## config.mk

```make
export PLATFORM = sky130hd
export DESIGN_NAME = altitude_filter_velocity_estimator_flat
export DESIGN_NICKNAME = d
export VERILOG_FILES = /design/src/rtl/afve_pkg.sv /design/src/rtl/afve_if.sv /design/src/rtl/altitude_filter_velocity_estimator.sv /design/src/flat_wrapper.sv
export SDC_FILE = /design/constraint.sdc
export NUM_CORES = 2
export LEC_CHECK = 0
export ABC_AREA = 1
export BUFFER_PORTS_ARGS = -buffer_cell sky130_fd_sc_hd__buf_2
export CAP_MARGIN = 30
export CORE_MARGIN = 10
export CORE_UTILIZATION = 55
export CTS_CLUSTER_SIZE = 12
export DETAILED_ROUTE_END_ITERATION = 8
export PLACE_DENSITY = 0.8
export SLEW_MARGIN = 25
export SYNTH_ARGS = -nofsm -noshare
export SYNTH_HDL_FRONTEND = slang
export SYNTH_SLANG_ARGS = --single-unit
```

## constraint.sdc

```tcl
create_clock -name i_clk -period 11.32 [get_ports i_clk]
set_clock_uncertainty 0.05 [all_clocks]
set_input_delay 1.132 -clock i_clk [delete_from_list [all_inputs] [get_ports i_clk]]
set_output_delay 1.132 -clock i_clk [all_outputs]
set_load 0.05 [all_outputs]
```

## src/rtl/afve_pkg.sv

```systemverilog
// Shared widths, register indexes, reset values and types for the altitude filter
`timescale 1ns / 1ps

package afve_pkg;

    localparam int ALT_W      = 24;
    localparam int TIME_W     = 32;
    localparam int INTV_W     = 16;
    localparam int WEIGHT_W   = 17;
    localparam int EPS_W      = 16;
    localparam int DELTA_W    = 23;
    localparam int CFG_IDX_W  = 3;
    localparam int CFG_DATA_W = 24;

    // shared multiplier: signed 25 x signed 18
    localparam int MUL_A_W    = ALT_W + 1;
    localparam int MUL_B_W    = WEIGHT_W + 1;
    localparam int PROD_W     = MUL_A_W + MUL_B_W;
    localparam int ACC_W      = PROD_W + 1;
    localparam int FRAC_SHIFT = 16;
    localparam int ROUND_BIAS = 32768;

    // speed numerator |delta * 1000| < 2^(ALT_W + 10)
    localparam int SPEED_SCALE = 1000;
    localparam int NUM_W       = ALT_W + 10;
    localparam int DIV_CNT_W   = $clog2(NUM_W);

    // register indexes
    localparam logic [CFG_IDX_W-1:0] CFG_PREV_WEIGHT  = 3'd0;
    localparam logic [CFG_IDX_W-1:0] CFG_RAW_WEIGHT   = 3'd1;
    localparam logic [CFG_IDX_W-1:0] CFG_ZERO_EPS     = 3'd2;
    localparam logic [CFG_IDX_W-1:0] CFG_MIN_INTERVAL = 3'd3;
    localparam logic [CFG_IDX_W-1:0] CFG_LAUNCH_REF   = 3'd4;
    localparam logic [CFG_IDX_W-1:0] CFG_LAUNCH_DELTA = 3'd5;
    localparam logic [CFG_IDX_W-1:0] CFG_DESCENT_VEL  = 3'd6;
    localparam logic [CFG_IDX_W-1:0] CFG_LANDING_VEL  = 3'd7;

    // register reset values
    localparam logic [WEIGHT_W-1:0] RST_PREV_WEIGHT  = 17'd52429;
    localparam logic [WEIGHT_W-1:0] RST_RAW_WEIGHT   = 17'd13107;
    localparam logic [EPS_W-1:0]    RST_ZERO_EPS     = 16'd26;
    localparam logic [INTV_W-1:0]   RST_MIN_INTERVAL = 16'd1;
    localparam logic [ALT_W-1:0]    RST_LAUNCH_REF   = 24'd0;
    localparam logic [DELTA_W-1:0]  RST_LAUNCH_DELTA = 23'd2560;
    localparam logic [ALT_W-1:0]    RST_DESCENT_VEL  = 24'hFFFF00;
    localparam logic [DELTA_W-1:0]  RST_LANDING_VEL  = 23'd128;

    typedef logic signed [ALT_W-1:0] t_alt;
    typedef logic [INTV_W-1:0]       t_interval;
    typedef logic [TIME_W-1:0]       t_time;

endpackage

```

## src/rtl/afve_if.sv

```systemverilog
// Valid/ready channel interfaces for altitude samples and filter results
`timescale 1ns / 1ps

interface afve_in_if;
    logic                 valid;
    logic                 ready;
    afve_pkg::t_alt       alt_sample;
    afve_pkg::t_interval  interval_ms;
    logic                 in_descent;

    modport source (output valid, alt_sample, interval_ms, in_descent, input ready);
    modport sink   (input valid, alt_sample, interval_ms, in_descent, output ready);
endinterface

interface afve_out_if;
    logic                 valid;
    logic                 ready;
    afve_pkg::t_alt       smoothed_altitude;
    afve_pkg::t_alt       vertical_speed;
    logic                 is_descending;
    afve_pkg::t_time      still_time_ms;

    modport source (output valid, smoothed_altitude, vertical_speed, is_descending,
                    still_time_ms, input ready);
    modport sink   (input valid, smoothed_altitude, vertical_speed, is_descending,
                    still_time_ms, output ready);
endinterface

```

## src/rtl/altitude_filter_velocity_estimator.sv

```systemverilog
// Altitude smoothing filter with vertical speed, descent flag and stationary timer
`timescale 1ns / 1ps

// Each accepted altitude beat passes through the sequencer states in order before it
// reaches the result register: S_MUL_PREV and S_MUL_RAW multiply-accumulate the blend,
// S_SNAP saturates and zero-snaps it, S_MUL_DELTA forms delta * 1000, S_DIV_SETUP
// prepares a one-bit-per-cycle restoring divider in S_DIV, and S_FINISH loads the
// result. The next sample is accepted only once S_FINISH has returned to idle, so
// a new sample is never taken while one is in flight. A single 25 x 18 multiplier is
// shared by all products. The input is ready only while the sequencer is idle; a
// finished result waits in the output register while the next sample is taken,
// and the finish cycle stalls only if the previous result has not yet been taken.
// Configuration registers may be written whenever no sample is in flight.
module altitude_filter_velocity_estimator (
    input  logic                               i_clk,
    input  logic                               i_rst_n,
    input  logic                               i_cfg_we,
    input  logic [afve_pkg::CFG_IDX_W-1:0]     i_cfg_idx,
    input  logic [afve_pkg::CFG_DATA_W-1:0]    i_cfg_data,
    afve_in_if.sink                            i_in,
    afve_out_if.source                         o_out
);

    localparam int AW = afve_pkg::ALT_W;
    localparam int SH_W = afve_pkg::ACC_W - afve_pkg::FRAC_SHIFT;

    localparam logic [2:0] S_IDLE      = 3'd0;
    localparam logic [2:0] S_MUL_PREV  = 3'd1;
    localparam logic [2:0] S_MUL_RAW   = 3'd2;
    localparam logic [2:0] S_SNAP      = 3'd3;
    localparam logic [2:0] S_MUL_DELTA = 3'd4;
    localparam logic [2:0] S_DIV_SETUP = 3'd5;
    localparam logic [2:0] S_DIV       = 3'd6;
    localparam logic [2:0] S_FINISH    = 3'd7;

    localparam afve_pkg::t_alt ALT_MAX = {1'b0, {(AW-1){1'b1}}};
    localparam afve_pkg::t_alt ALT_MIN = {1'b1, {(AW-1){1'b0}}};

    // configuration registers
    logic [afve_pkg::WEIGHT_W-1:0] r_prev_weight;
    logic [afve_pkg::WEIGHT_W-1:0] r_raw_weight;
    logic [afve_pkg::EPS_W-1:0]    r_zero_eps;
    logic [afve_pkg::INTV_W-1:0]   r_min_interval;
    afve_pkg::t_alt                r_launch_ref;
    logic [afve_pkg::DELTA_W-1:0]  r_launch_delta;
    afve_pkg::t_alt                r_descent_vel;
    logic [afve_pkg::DELTA_W-1:0]  r_landing_vel;

    // filter state
    afve_pkg::t_alt  r_filt;
    afve_pkg::t_alt  r_prev;
    afve_pkg::t_time r_still;

    // sequencer and datapath
    logic [2:0]                        r_state;
    afve_pkg::t_alt                    r_raw;
    afve_pkg::t_interval               r_interval;
    logic                              r_descent;
    logic signed [afve_pkg::ACC_W-1:0] r_acc;
    logic                              r_neg;
    logic [afve_pkg::INTV_W-1:0]       r_rem;
    logic [afve_pkg::NUM_W-1:0]        r_quo;
    afve_pkg::t_interval               r_dt;
    logic [afve_pkg::DIV_CNT_W-1:0]    r_cnt;

    // result register
    logic            r_out_valid;
    afve_pkg::t_alt  r_out_alt;
    afve_pkg::t_alt  r_out_speed;
    logic            r_out_desc;
    afve_pkg::t_time r_out_still;

    // shared multiplier
    logic signed [afve_pkg::MUL_A_W-1:0] mul_a;
    logic signed [afve_pkg::MUL_B_W-1:0] mul_b;
    logic signed [afve_pkg::PROD_W-1:0]  mul_p;
    logic signed [afve_pkg::ACC_W-1:0]   mul_ext;
    logic signed [AW:0]                  delta;

    always_comb begin
        delta = {r_filt[AW-1], r_filt} - {r_prev[AW-1], r_prev};
        case (r_state)
            S_MUL_PREV: begin
                mul_a = {r_filt[AW-1], r_filt};
                mul_b = {1'b0, r_prev_weight};
            end
            S_MUL_RAW: begin
                mul_a = {r_raw[AW-1], r_raw};
                mul_b = {1'b0, r_raw_weight};
            end
            S_MUL_DELTA: begin
                mul_a = delta;
                mul_b = afve_pkg::MUL_B_W'(afve_pkg::SPEED_SCALE);
            end
            default: begin
                mul_a = '0;
                mul_b = '0;
            end
        endcase
        mul_p   = mul_a * mul_b;
        mul_ext = {mul_p[afve_pkg::PROD_W-1], mul_p};
    end

    // blend: floor shift, saturate, zero snap
    logic signed [SH_W-1:0] blend_sh;
    afve_pkg::t_alt         blend_sat;
    logic [AW-1:0]          blend_abs;
    logic [AW-1:0]          raw_abs;
    afve_pkg::t_alt         blend_snap;

    always_comb begin
        blend_sh = r_acc[afve_pkg::ACC_W-1:afve_pkg::FRAC_SHIFT];
        if (!blend_sh[SH_W-1] && (|blend_sh[SH_W-2:AW-1])) begin
            blend_sat = ALT_MAX;
        end else if (blend_sh[SH_W-1] && !(&blend_sh[SH_W-2:AW-1])) begin
            blend_sat = ALT_MIN;
        end else begin
            blend_sat = blend_sh[AW-1:0];
        end
        blend_abs = blend_sat[AW-1] ? -blend_sat : blend_sat;
        raw_abs   = r_raw[AW-1] ? -r_raw : r_raw;
        if ((blend_abs <= AW'(r_zero_eps)) && (raw_abs <= AW'(r_zero_eps))) begin
            blend_snap = '0;
        end else begin
            blend_snap = blend_sat;
        end
    end

    // divider setup and step
    logic [afve_pkg::NUM_W-1:0]  acc_mag;
    afve_pkg::t_interval         dt_sel;
    logic [afve_pkg::INTV_W+1:0] trial;
    logic                        borrow;

    always_comb begin
        acc_mag = r_acc[afve_pkg::ACC_W-1] ? afve_pkg::NUM_W'(-r_acc)
                                           : r_acc[afve_pkg::NUM_W-1:0];
        dt_sel  = (r_interval < r_min_interval) ? r_min_interval : r_interval;
        if (dt_sel == '0) begin
            dt_sel = afve_pkg::INTV_W'(1);
        end
        trial  = {1'b0, r_rem, r_quo[afve_pkg::NUM_W-1]} - {2'b00, r_dt};
        borrow = trial[afve_pkg::INTV_W+1];
    end

    // speed saturation and flags
    afve_pkg::t_alt                 speed;
    logic [AW-1:0]                  speed_abs;
    logic signed [AW+1:0]           height;
    logic                           airborne;
    logic                           descending;
    logic [afve_pkg::TIME_W:0]      still_sum;
    afve_pkg::t_time                still_next;
    logic                           fin_load;

    always_comb begin
        if (r_neg) begin
            if ((|r_quo[afve_pkg::NUM_W-1:AW]) || (r_quo[AW-1] && (|r_quo[AW-2:0]))) begin
                speed = ALT_MIN;
            end else begin
                speed = -r_quo[AW-1:0];
            end
        end else begin
            if (|r_quo[afve_pkg::NUM_W-1:AW-1]) begin
                speed = ALT_MAX;
            end else begin
                speed = r_quo[AW-1:0];
            end
        end
        speed_abs  = speed[AW-1] ? -speed : speed;
        height     = {{2{r_filt[AW-1]}}, r_filt} - {{2{r_launch_ref[AW-1]}}, r_launch_ref};
        airborne   = height >= $signed({3'b000, r_launch_delta});
        descending = airborne && (speed <= r_descent_vel);
        still_sum  = {1'b0, r_still} + (afve_pkg::TIME_W + 1)'(r_interval);
        if (r_descent && (speed_abs <= {1'b0, r_landing_vel})) begin
            still_next = still_sum[afve_pkg::TIME_W] ? '1 : still_sum[afve_pkg::TIME_W-1:0];
        end else begin
            still_next = '0;
        end
    end

    // finish cycle loads the result register once the previous beat has left
    assign fin_load = (r_state == S_FINISH) && (!r_out_valid || o_out.ready);

    assign i_in.ready              = (r_state == S_IDLE);
    assign o_out.valid             = r_out_valid;
    assign o_out.smoothed_altitude = r_out_alt;
    assign o_out.vertical_speed    = r_out_speed;
    assign o_out.is_descending     = r_out_desc;
    assign o_out.still_time_ms     = r_out_still;

    always_ff @(posedge i_clk) begin
        if (!i_rst_n) begin
            r_prev_weight  <= afve_pkg::RST_PREV_WEIGHT;
            r_raw_weight   <= afve_pkg::RST_RAW_WEIGHT;
            r_zero_eps     <= afve_pkg::RST_ZERO_EPS;
            r_min_interval <= afve_pkg::RST_MIN_INTERVAL;
            r_launch_ref   <= afve_pkg::RST_LAUNCH_REF;
            r_launch_delta <= afve_pkg::RST_LAUNCH_DELTA;
            r_descent_vel  <= afve_pkg::RST_DESCENT_VEL;
            r_landing_vel  <= afve_pkg::RST_LANDING_VEL;
            r_filt         <= '0;
            r_prev         <= '0;
            r_still        <= '0;
            r_state        <= S_IDLE;
            r_out_valid    <= 1'b0;
        end else begin
            if (i_cfg_we) begin
                case (i_cfg_idx)
                    afve_pkg::CFG_PREV_WEIGHT:  r_prev_weight  <= i_cfg_data[afve_pkg::WEIGHT_W-1:0];
                    afve_pkg::CFG_RAW_WEIGHT:   r_raw_weight   <= i_cfg_data[afve_pkg::WEIGHT_W-1:0];
                    afve_pkg::CFG_ZERO_EPS:     r_zero_eps     <= i_cfg_data[afve_pkg::EPS_W-1:0];
                    afve_pkg::CFG_MIN_INTERVAL: r_min_interval <= i_cfg_data[afve_pkg::INTV_W-1:0];
                    afve_pkg::CFG_LAUNCH_REF:   r_launch_ref   <= i_cfg_data[AW-1:0];
                    afve_pkg::CFG_LAUNCH_DELTA: r_launch_delta <= i_cfg_data[afve_pkg::DELTA_W-1:0];
                    afve_pkg::CFG_DESCENT_VEL:  r_descent_vel  <= i_cfg_data[AW-1:0];
                    afve_pkg::CFG_LANDING_VEL:  r_landing_vel  <= i_cfg_data[afve_pkg::DELTA_W-1:0];
                    default: ;
                endcase
            end

            if (fin_load) begin
                r_out_valid <= 1'b1;
            end else if (o_out.ready) begin
                r_out_valid <= 1'b0;
            end

            case (r_state)
                S_IDLE: begin
                    if (i_in.valid) begin
                        r_raw      <= i_in.alt_sample;
                        r_interval <= i_in.interval_ms;
                        r_descent  <= i_in.in_descent;
                        r_state    <= S_MUL_PREV;
                    end
                end
                S_MUL_PREV: begin
                    r_acc   <= mul_ext;
                    r_state <= S_MUL_RAW;
                end
                S_MUL_RAW: begin
                    r_acc   <= r_acc + mul_ext + afve_pkg::ACC_W'(afve_pkg::ROUND_BIAS);
                    r_state <= S_SNAP;
                end
                S_SNAP: begin
                    r_filt  <= blend_snap;
                    r_state <= S_MUL_DELTA;
                end
                S_MUL_DELTA: begin
                    r_acc   <= mul_ext;
                    r_state <= S_DIV_SETUP;
                end
                S_DIV_SETUP: begin
                    r_neg   <= r_acc[afve_pkg::ACC_W-1];
                    r_quo   <= acc_mag;
                    r_rem   <= '0;
                    r_dt    <= dt_sel;
                    r_cnt   <= '0;
                    r_state <= S_DIV;
                end
                S_DIV: begin
                    // restoring division, one quotient bit per cycle
                    if (!borrow) begin
                        r_rem <= trial[afve_pkg::INTV_W-1:0];
                    end else begin
                        r_rem <= {r_rem[afve_pkg::INTV_W-2:0], r_quo[afve_pkg::NUM_W-1]};
                    end
                    r_quo <= {r_quo[afve_pkg::NUM_W-2:0], !borrow};
                    r_cnt <= r_cnt + 1'b1;
                    if (r_cnt == afve_pkg::DIV_CNT_W'(afve_pkg::NUM_W - 1)) begin
                        r_state <= S_FINISH;
                    end
                end
                S_FINISH: begin
                    // hold until the previous result beat has left
                    if (fin_load) begin
                        r_prev      <= r_filt;
                        r_still     <= still_next;
                        r_out_alt   <= r_filt;
                        r_out_speed <= speed;
                        r_out_desc  <= descending;
                        r_out_still <= still_next;
                        r_state     <= S_IDLE;
                    end
                end
                default: begin
                    r_state <= S_IDLE;
                end
            endcase
        end
    end

endmodule

```

## src/flat_wrapper.sv

```systemverilog
// flat-port wrapper written by rule: the top's interface ports become plain ports
module altitude_filter_velocity_estimator_flat 
  (i_clk, i_rst_n, i_cfg_we, i_cfg_idx, i_cfg_data, i_in_valid, i_in_alt_sample, i_in_interval_ms, i_in_in_descent, i_in_ready, o_out_valid, o_out_smoothed_altitude, o_out_vertical_speed, o_out_is_descending, o_out_still_time_ms, o_out_ready);
  afve_in_if i_in_i ();
  afve_out_if o_out_i ();
  input  logic i_clk;
  input  logic i_rst_n;
  input  logic i_cfg_we;
  input  logic [afve_pkg::CFG_IDX_W-1:0] i_cfg_idx;
  input  logic [afve_pkg::CFG_DATA_W-1:0] i_cfg_data;
  input wire logic [$bits(i_in_i.valid)-1:0] i_in_valid;
  input wire logic [$bits(i_in_i.alt_sample)-1:0] i_in_alt_sample;
  input wire logic [$bits(i_in_i.interval_ms)-1:0] i_in_interval_ms;
  input wire logic [$bits(i_in_i.in_descent)-1:0] i_in_in_descent;
  output wire logic [$bits(i_in_i.ready)-1:0] i_in_ready;
  output wire logic [$bits(o_out_i.valid)-1:0] o_out_valid;
  output wire logic [$bits(o_out_i.smoothed_altitude)-1:0] o_out_smoothed_altitude;
  output wire logic [$bits(o_out_i.vertical_speed)-1:0] o_out_vertical_speed;
  output wire logic [$bits(o_out_i.is_descending)-1:0] o_out_is_descending;
  output wire logic [$bits(o_out_i.still_time_ms)-1:0] o_out_still_time_ms;
  input wire logic [$bits(o_out_i.ready)-1:0] o_out_ready;
  assign i_in_i.valid = i_in_valid;
  assign i_in_i.alt_sample = i_in_alt_sample;
  assign i_in_i.interval_ms = i_in_interval_ms;
  assign i_in_i.in_descent = i_in_in_descent;
  assign i_in_ready = i_in_i.ready;
  assign o_out_valid = o_out_i.valid;
  assign o_out_smoothed_altitude = o_out_i.smoothed_altitude;
  assign o_out_vertical_speed = o_out_i.vertical_speed;
  assign o_out_is_descending = o_out_i.is_descending;
  assign o_out_still_time_ms = o_out_i.still_time_ms;
  assign o_out_i.ready = o_out_ready;
  altitude_filter_velocity_estimator u_core (.i_clk(i_clk), .i_rst_n(i_rst_n), .i_cfg_we(i_cfg_we), .i_cfg_idx(i_cfg_idx), .i_cfg_data(i_cfg_data), .i_in(i_in_i), .o_out(o_out_i));
endmodule
```

# Word-level counts from Yosys, hierarchy flattened

Cells that the tools add are included.

Bits in registers: 483
Bits of input ports: 73
Word-level logic and storage cells: 129

Add/sub/neg operators: 12
Multiply operators: 1
Order comparisons: 6
Equal/unequal tests: 18
Multiplexer cells: 26
Reductions and logical operators: 40

Operators by type and width:

| operator                                       | count |
|---|---|
| 2-to-1 mux 24 bit                              | 9 |
| negator 24 bit                                 | 4 |
| case mux 44 bit (2 select lines)               | 1 |
| case mux 25 bit (3 select lines)               | 1 |
| case mux 34 bit (2 select lines)               | 1 |
| 2-to-1 mux 32 bit                              | 2 |
| case mux 17 bit (3 select lines)               | 1 |
| subtractor 24 x 24 -> 25 bit                   | 2 |
| less-or-equal comparator 24 x 16 -> 1 bit      | 2 |
| adder 44 x 17 -> 44 bit, second input constant | 1 |
| adder 44 x 43 -> 44 bit                        | 1 |
| multiplier 25 x 18 -> 43 bit                   | 1 |
| 2-to-1 mux 34 bit                              | 1 |
| negator 34 bit                                 | 1 |
| adder 32 x 16 -> 33 bit                        | 1 |
| 2-to-1 mux 16 bit                              | 2 |
| case mux 16 bit (2 select lines)               | 1 |
| greater-or-equal comparator 26 x 24 -> 1 bit   | 1 |
| equality test 3 bit, second input constant     | 8 |
| less-or-equal comparator 24 x 23 -> 1 bit      | 1 |
| less-or-equal comparator 24 bit                | 1 |
| case mux 3 bit (8 select lines)                | 1 |
| AND reduction 2 bit                            | 12 |
| OR reduction 23 bit                            | 1 |
| 23 further kinds                               | 46 |

# Longest topological paths before layout

Word-level depth: 10
Gate-level depth with buffers: 55
Mapped depth without buffers: 55

# Least setup slack after synthesis

No wires, ideal clock.

Path type: register to register
Start: register u_core.r_filt[0]
End: register u_core.r_acc[42] (netlist name), data pin
Library setup time: 254 ps
Data arrival time: 8799 ps
Required time: 11016 ps
Slack: 2217 ps
Cell stages (with the launch flop): 50
Buffers on the path: 0
Period minus slack after synthesis: 9103 ps
Cell sequence: dfxtp_1 > inv_1 > ha_1 > inv_1 > fa_1 > nand2_1 > nand2_1 > a21oi_1 > o21ai_1 > a21oi_1 > inv_1 > a21oi_1 > o21ai_0 > nand2_1 > clkinv_1 > nor2_1 > fa_1 > inv_1 > (+14 left out) > o21ai_0 > a31oi_1 > inv_1 > nand2_1 > and2_1 > ha_1 > ha_1 > nand2_1 > nor2_1 > inv_1 > nor4_1 > nand3_1 > nand3_1 > nand2_1 > o211ai_1 > nand2_1 > nand3_1 > nand2_1

Cells in the longest elaborated chain, start to end: 6

RTL lines:

| what                                 | RTL line                                  | text |
|---|---|---|
| start, declared                      | altitude_filter_velocity_estimator.sv:50  | `afve_pkg::t_alt r_filt;` |
| start signal, assigned               | altitude_filter_velocity_estimator.sv:246 | `r_filt <= blend_snap;` |
| subtractor 24 x 24 -> 25 bit         | altitude_filter_velocity_estimator.sv:81  | `delta = {r_filt[AW-1], r_filt} - {r_prev[AW-1], r_prev};` |
| case mux 25 bit (3 select lines) (*) | altitude_filter_velocity_estimator.sv:82  | `case (r_state)` |
| multiplier 25 x 18 -> 43 bit (*)     | altitude_filter_velocity_estimator.sv:100 | `mul_p = mul_a * mul_b;` |
| adder 44 x 43 -> 44 bit              | altitude_filter_velocity_estimator.sv:242 | `r_acc <= r_acc + mul_ext + afve_pkg::ACC_W'(afve_pkg::ROUND_BIAS);` |
| adder 44 x 17 -> 44 bit              | altitude_filter_velocity_estimator.sv:242 |  |
| case mux 44 bit (2 select lines) (*) | altitude_filter_velocity_estimator.sv:228 | `case (r_state)` |
| end signal, assigned                 | altitude_filter_velocity_estimator.sv:238 | `r_acc <= mul_ext;` |
| end signal, assigned                 | altitude_filter_velocity_estimator.sv:242 |  |
| end signal, assigned                 | altitude_filter_velocity_estimator.sv:250 | `r_acc <= mul_ext;` |
| end, declared                        | altitude_filter_velocity_estimator.sv:59  | `logic signed [afve_pkg::ACC_W-1:0] r_acc;` |

Every way passes the cells marked *; elsewhere a longest branch is shown, timed or not.
A chain may end at the register's enable or synchronous reset.

# Final worst setup path

Start: register u_core.r_filt[0]
End: register u_core.r_acc[37] (netlist name), data pin

Same word-level chain as after synthesis.

==> metrics.md <==
| Metric | Value |
|---|---|
| Core Area | `0.0866 sq mm` |
| Startpoint types | `flop` |
| R2R setup slack | `0.54 ns` |
| CTS hold repair buffers | `0` |
| Most frequent cells in the layout | `inv_1, nand2_1, nor2_1` |
| Worst Path Required | `11.64 ns` |
| Clock Tree Buf Depth | `3` |
| Final Cycle Share | `95.2%` |
| Sequential Power Share | `15.3%` |
| Clk slew on worst S/H paths | `0.06 ns` |
| DRT iter0 DRCs | `4513` |
| Count of cell types in the netlist | `64` |
| PwrDens | `322 mW/mm^2` |
| Routability congestion estimate | `1.05` |
| P&R area growth vs syn | `8.45%` |
| Vias per inst | `5.66` |
| Ys async rst share | `0%` |
| Layout fillers | `7666` |
| Sw Share | `55.2%` |
| Ports | `156` |
| Worst skew pair latency | `0.66 ns` |
| Overall Global Routing Usage | `29.9%` |
| Commonest non-fill, non-tap cell in the layout | `inv_1` |
| Slowest stage delay, CP | `0.56 ns` |
| Largest net degree at the start of global routing | `115` |
| Synth Register Bits | `483` |
| Sequential-to-total area share from yosys stat | `25.2%` |
| Outcome | `complete, no violations` |
| Nets@finish | `7241` |
| Vias | `42800` |
| Leakage | `0.0252 uW` |
| Die H | `315 um` |
| Cells after Synth | `6254` |
| Worst r2r src | `u_core.r_filt[0]$_SDFFE_PN0N_` |
| Layout cells sized above 1 | `7.25%` |
| Synth warnings | `0` |
| CTS Sinks | `483` |
| Mean post-synth cell area | `7.67 sq um` |
| DRC viols | `0` |
| CTS tree | `built` |
| Final Hold Viols | `0` |
| CP max stage cell | `a21boi_0` |
| Die ar. | `0.0994 sq mm` |
| Fin crit period | `10.78 ns` |
| Clk root buf | `clkbuf_16` |
| Crit path DAT | `11.11 ns` |
| Die Width | `315 um` |
| Row Count | `108` |
| Synth area leaders | `fa_1, edfxtp_1, ha_1` |
| Storage cell area | `0.0121 sq mm` |
| Synthesized cell area | `0.0480 sq mm` |
| TNS Setup | `0 ns` |
| Critical R2R Capture | `u_core.r_acc[37]$_DFFE_PP_` |
| Vias in the first global route | `42100` |
| Number of flops mapped to enable cells by yosys | `239` |
| Area leader, netlist | `fa_1` |
| Max Fclk | `0.0928 GHz` |
| Switching power of the nets | `9230 uW` |
| Most frequent CP cell | `inv_1` |
| Actual slew at the worst max-slew pin | `0.933 ns` |
| Max_cap viols | `0` |
| CP endpoint kind | `flop` |
| DR WL/cell | `20.0 um` |
| TritonCTS Buffers | `55` |
| Area of the multi-input gates | `0.0306 sq mm` |
| Total congestion overflow | `0` |
| WS Path Type | `reg -> reg` |
| Slew headroom | `37.7%` |
| Clk pwr share | `10.9%` |
| Design Power | `16700 uW` |
| Port Buf Inserts | `155` |
| Final setup violation count | `0` |
| Worst Setup SP | `u_core.r_filt[0]$_SDFFE_PN0N_` |
| Initial Utilization | `55.4%` |
| Hold Path Class | `reg -> reg` |
| First-pass GRT wire length | `234000 um` |
| Final wirelength | `151000 um` |
| VDD IR max | `0.000340 V` |
| Syn Nets | `7138` |
| Hpwl dp | `119000 um` |
| # H-tree levels | `2` |
| Logic pwr share | `73.8%` |
| Crit path max fanout | `10` |
| Pins over their slew limit | `0` |
| CP Capture Point | `u_core.r_acc[37]$_DFFE_PP_` |
| Remaining antenna violation count after routing | `0` |
| Top_reg_cell synth | `dfxtp_1` |
| Initial antenna violation count | `6` |
| P_int | `7510 uW` |
| FF-to-FF path depth | `45` |
| Top cell type's share of synthesized area | `17.3%` |
| TritonRoute pass-1 iters | `6` |
[what timing repair did]
item                       in CTS  in global routing
setup buffers                   0                  1
setup endpoints to repair       0                 12
gates resized for setup         0                 10
[area by class of cell]
cell class,count,share of cell area (%)
diodes,5,0.0241
flip-flops and latches,483,23.2
inverters,1224,8.85
clock buffers,79,3.09
multi-input cells,4364,58.9
clock inverters,25,0.445
repair buffers,229,2.69
well taps,1155,2.78
[worst max-delay path, delay by kind of cell (launching register included)]
| kind | cells | cell delay (ns) |
|---|---|---|
| flip-flops | 1 | 0.33 |
| XOR/XNOR | 1 | 0.41 |
| AO/OA/AOI/OAI | 12 | 3.37 |
| adder cells (fa/ha/maj) | 11 | 3.80 |
| buffers and inverters | 10 | 1.10 |
| AND/OR/NAND/NOR | 11 | 1.42 |
[worst min-delay path by stage]
stage,start,to,slack [ns],cells past startpoint
2_1_floorplan,u_core.r_prev_weight[3]$_SDFFE_PN1P_,u_core.r_prev_weight[3]$_SDFFE_PN1P_,0.38,2
3_3_place_gp,u_core.r_prev_weight[1]$_SDFFE_PN0P_,u_core.r_prev_weight[1]$_SDFFE_PN0P_,0.39,2
3_5_place_dp,u_core.r_prev_weight[4]$_SDFFE_PN0P_,u_core.r_prev_weight[4]$_SDFFE_PN0P_,0.40,2
4_1_cts,u_core.r_raw_weight[16]$_SDFFE_PN0P_,u_core.r_raw_weight[16]$_SDFFE_PN0P_,0.41,2
5_1_grt,u_core.r_launch_delta[17]$_SDFFE_PN0P_,u_core.r_launch_delta[17]$_SDFFE_PN0P_,0.43,2
6_report,u_core.r_raw_weight[16]$_SDFFE_PN0P_,u_core.r_raw_weight[16]$_SDFFE_PN0P_,0.41,2
[metal layers]
metal | part of all wire (%) | track usage [%]
met2 | 44 | 47.2
met4 | 6.7 | 17.0
met5 | 0.0073 | 0
met3 | 11 | 7.39
met1 | 38 | 37.2
[synthesized netlist by cell type (7+ instances only)]
cell / instances
a21boi_0: 12
a21o_1: 30
a21oi_1: 488
a221oi_1: 9
a31oi_1: 27
buf_2: 17
clkbuf_1: 148
clkinv_1: 10
dfxtp_1: 244
edfxtp_1: 239
fa_1: 414
ha_1: 397
inv_1: 1199
inv_2: 15
nand2_1: 1163
nand2_2: 12
nand3_1: 186
nand3_2: 40
nand3b_1: 7
nand4_1: 51
nor2_1: 617
nor2_2: 7
nor3_1: 45
nor4_1: 14
o211ai_1: 47
o21a_1: 14
o21ai_0: 450
o21ai_1: 19
o21bai_1: 13
o22ai_1: 12
o31ai_1: 12
or2_2: 27
xnor2_1: 56
xor2_1: 147
[kinds of logic (layout without fill, tap and decap cells)]
kind of cell | count (synthesis) | count (layout) | synth area share (%)
compound gates | 1161 | 1161 | 13.2
xor+xnor | 203 | 203 | 3.71
fa+ha+maj | 811 | 811 | 27.6
buf+inv | 1407 | 1557 | 11.2
flops | 483 | 483 | 25.2
other cells | 0 | 5 | 0
simple gates | 2189 | 2189 | 19.1
[power by group through the flow]
stage / clock (uW) / combinational, uW / sequential [uW]
floorplan: 0 / 8690 / 2460
global placement: 0 / 11900 / 2570
detailed placement: 0 / 12100 / 2580
CTS: 1860 / 12200 / 2540
global route: 1930 / 13800 / 2570
finish: 1830 / 12300 / 2560
[through the flow]
stage | cell area (sq um) | util [%] | setup slack, ns | instances | hold slack, ns
floorplan | 48000 | - | 2.22 | 6254 | 0.379
global placement | 50000 | 57.7 | 0.740 | 7450 | 0.390
detailed placement | 50100 | 57.8 | 0.761 | 7452 | 0.399
CTS | 51900 | 59.9 | 0.722 | 7556 | 0.409
global route | 52000 | 60.0 | -0.0125 | 7559 | 0.427
finish | 52000 | 60.0 | 0.539 | 7564 | 0.408
[registers in the layout, indices dropped and copies added, names as in the netlist, 6 cells and up]
name                            count
u_core.r_filt                      24
u_core.r_cnt                        6
u_core.r_dt                        16
u_core.r_descent_vel               24
u_core.r_launch_ref                24
u_core.r_still                     32
u_core.o_out.vertical_speed        24
u_core.r_landing_vel               23
u_core.r_zero_eps                  16
u_core.o_out.smoothed_altitude     24
u_core.r_raw_weight                17
u_core.r_min_interval              16
u_core.r_rem                       16
u_core.r_prev                      24
u_core.r_acc                       44
u_core.r_prev_weight               17
u_core.r_launch_delta              23
u_core.r_interval                  16
u_core.o_out.still_time_ms         32
u_core.r_quo                       34
u_core.r_raw                       24
Note: power is estimated with default switching activity, not from simulation.
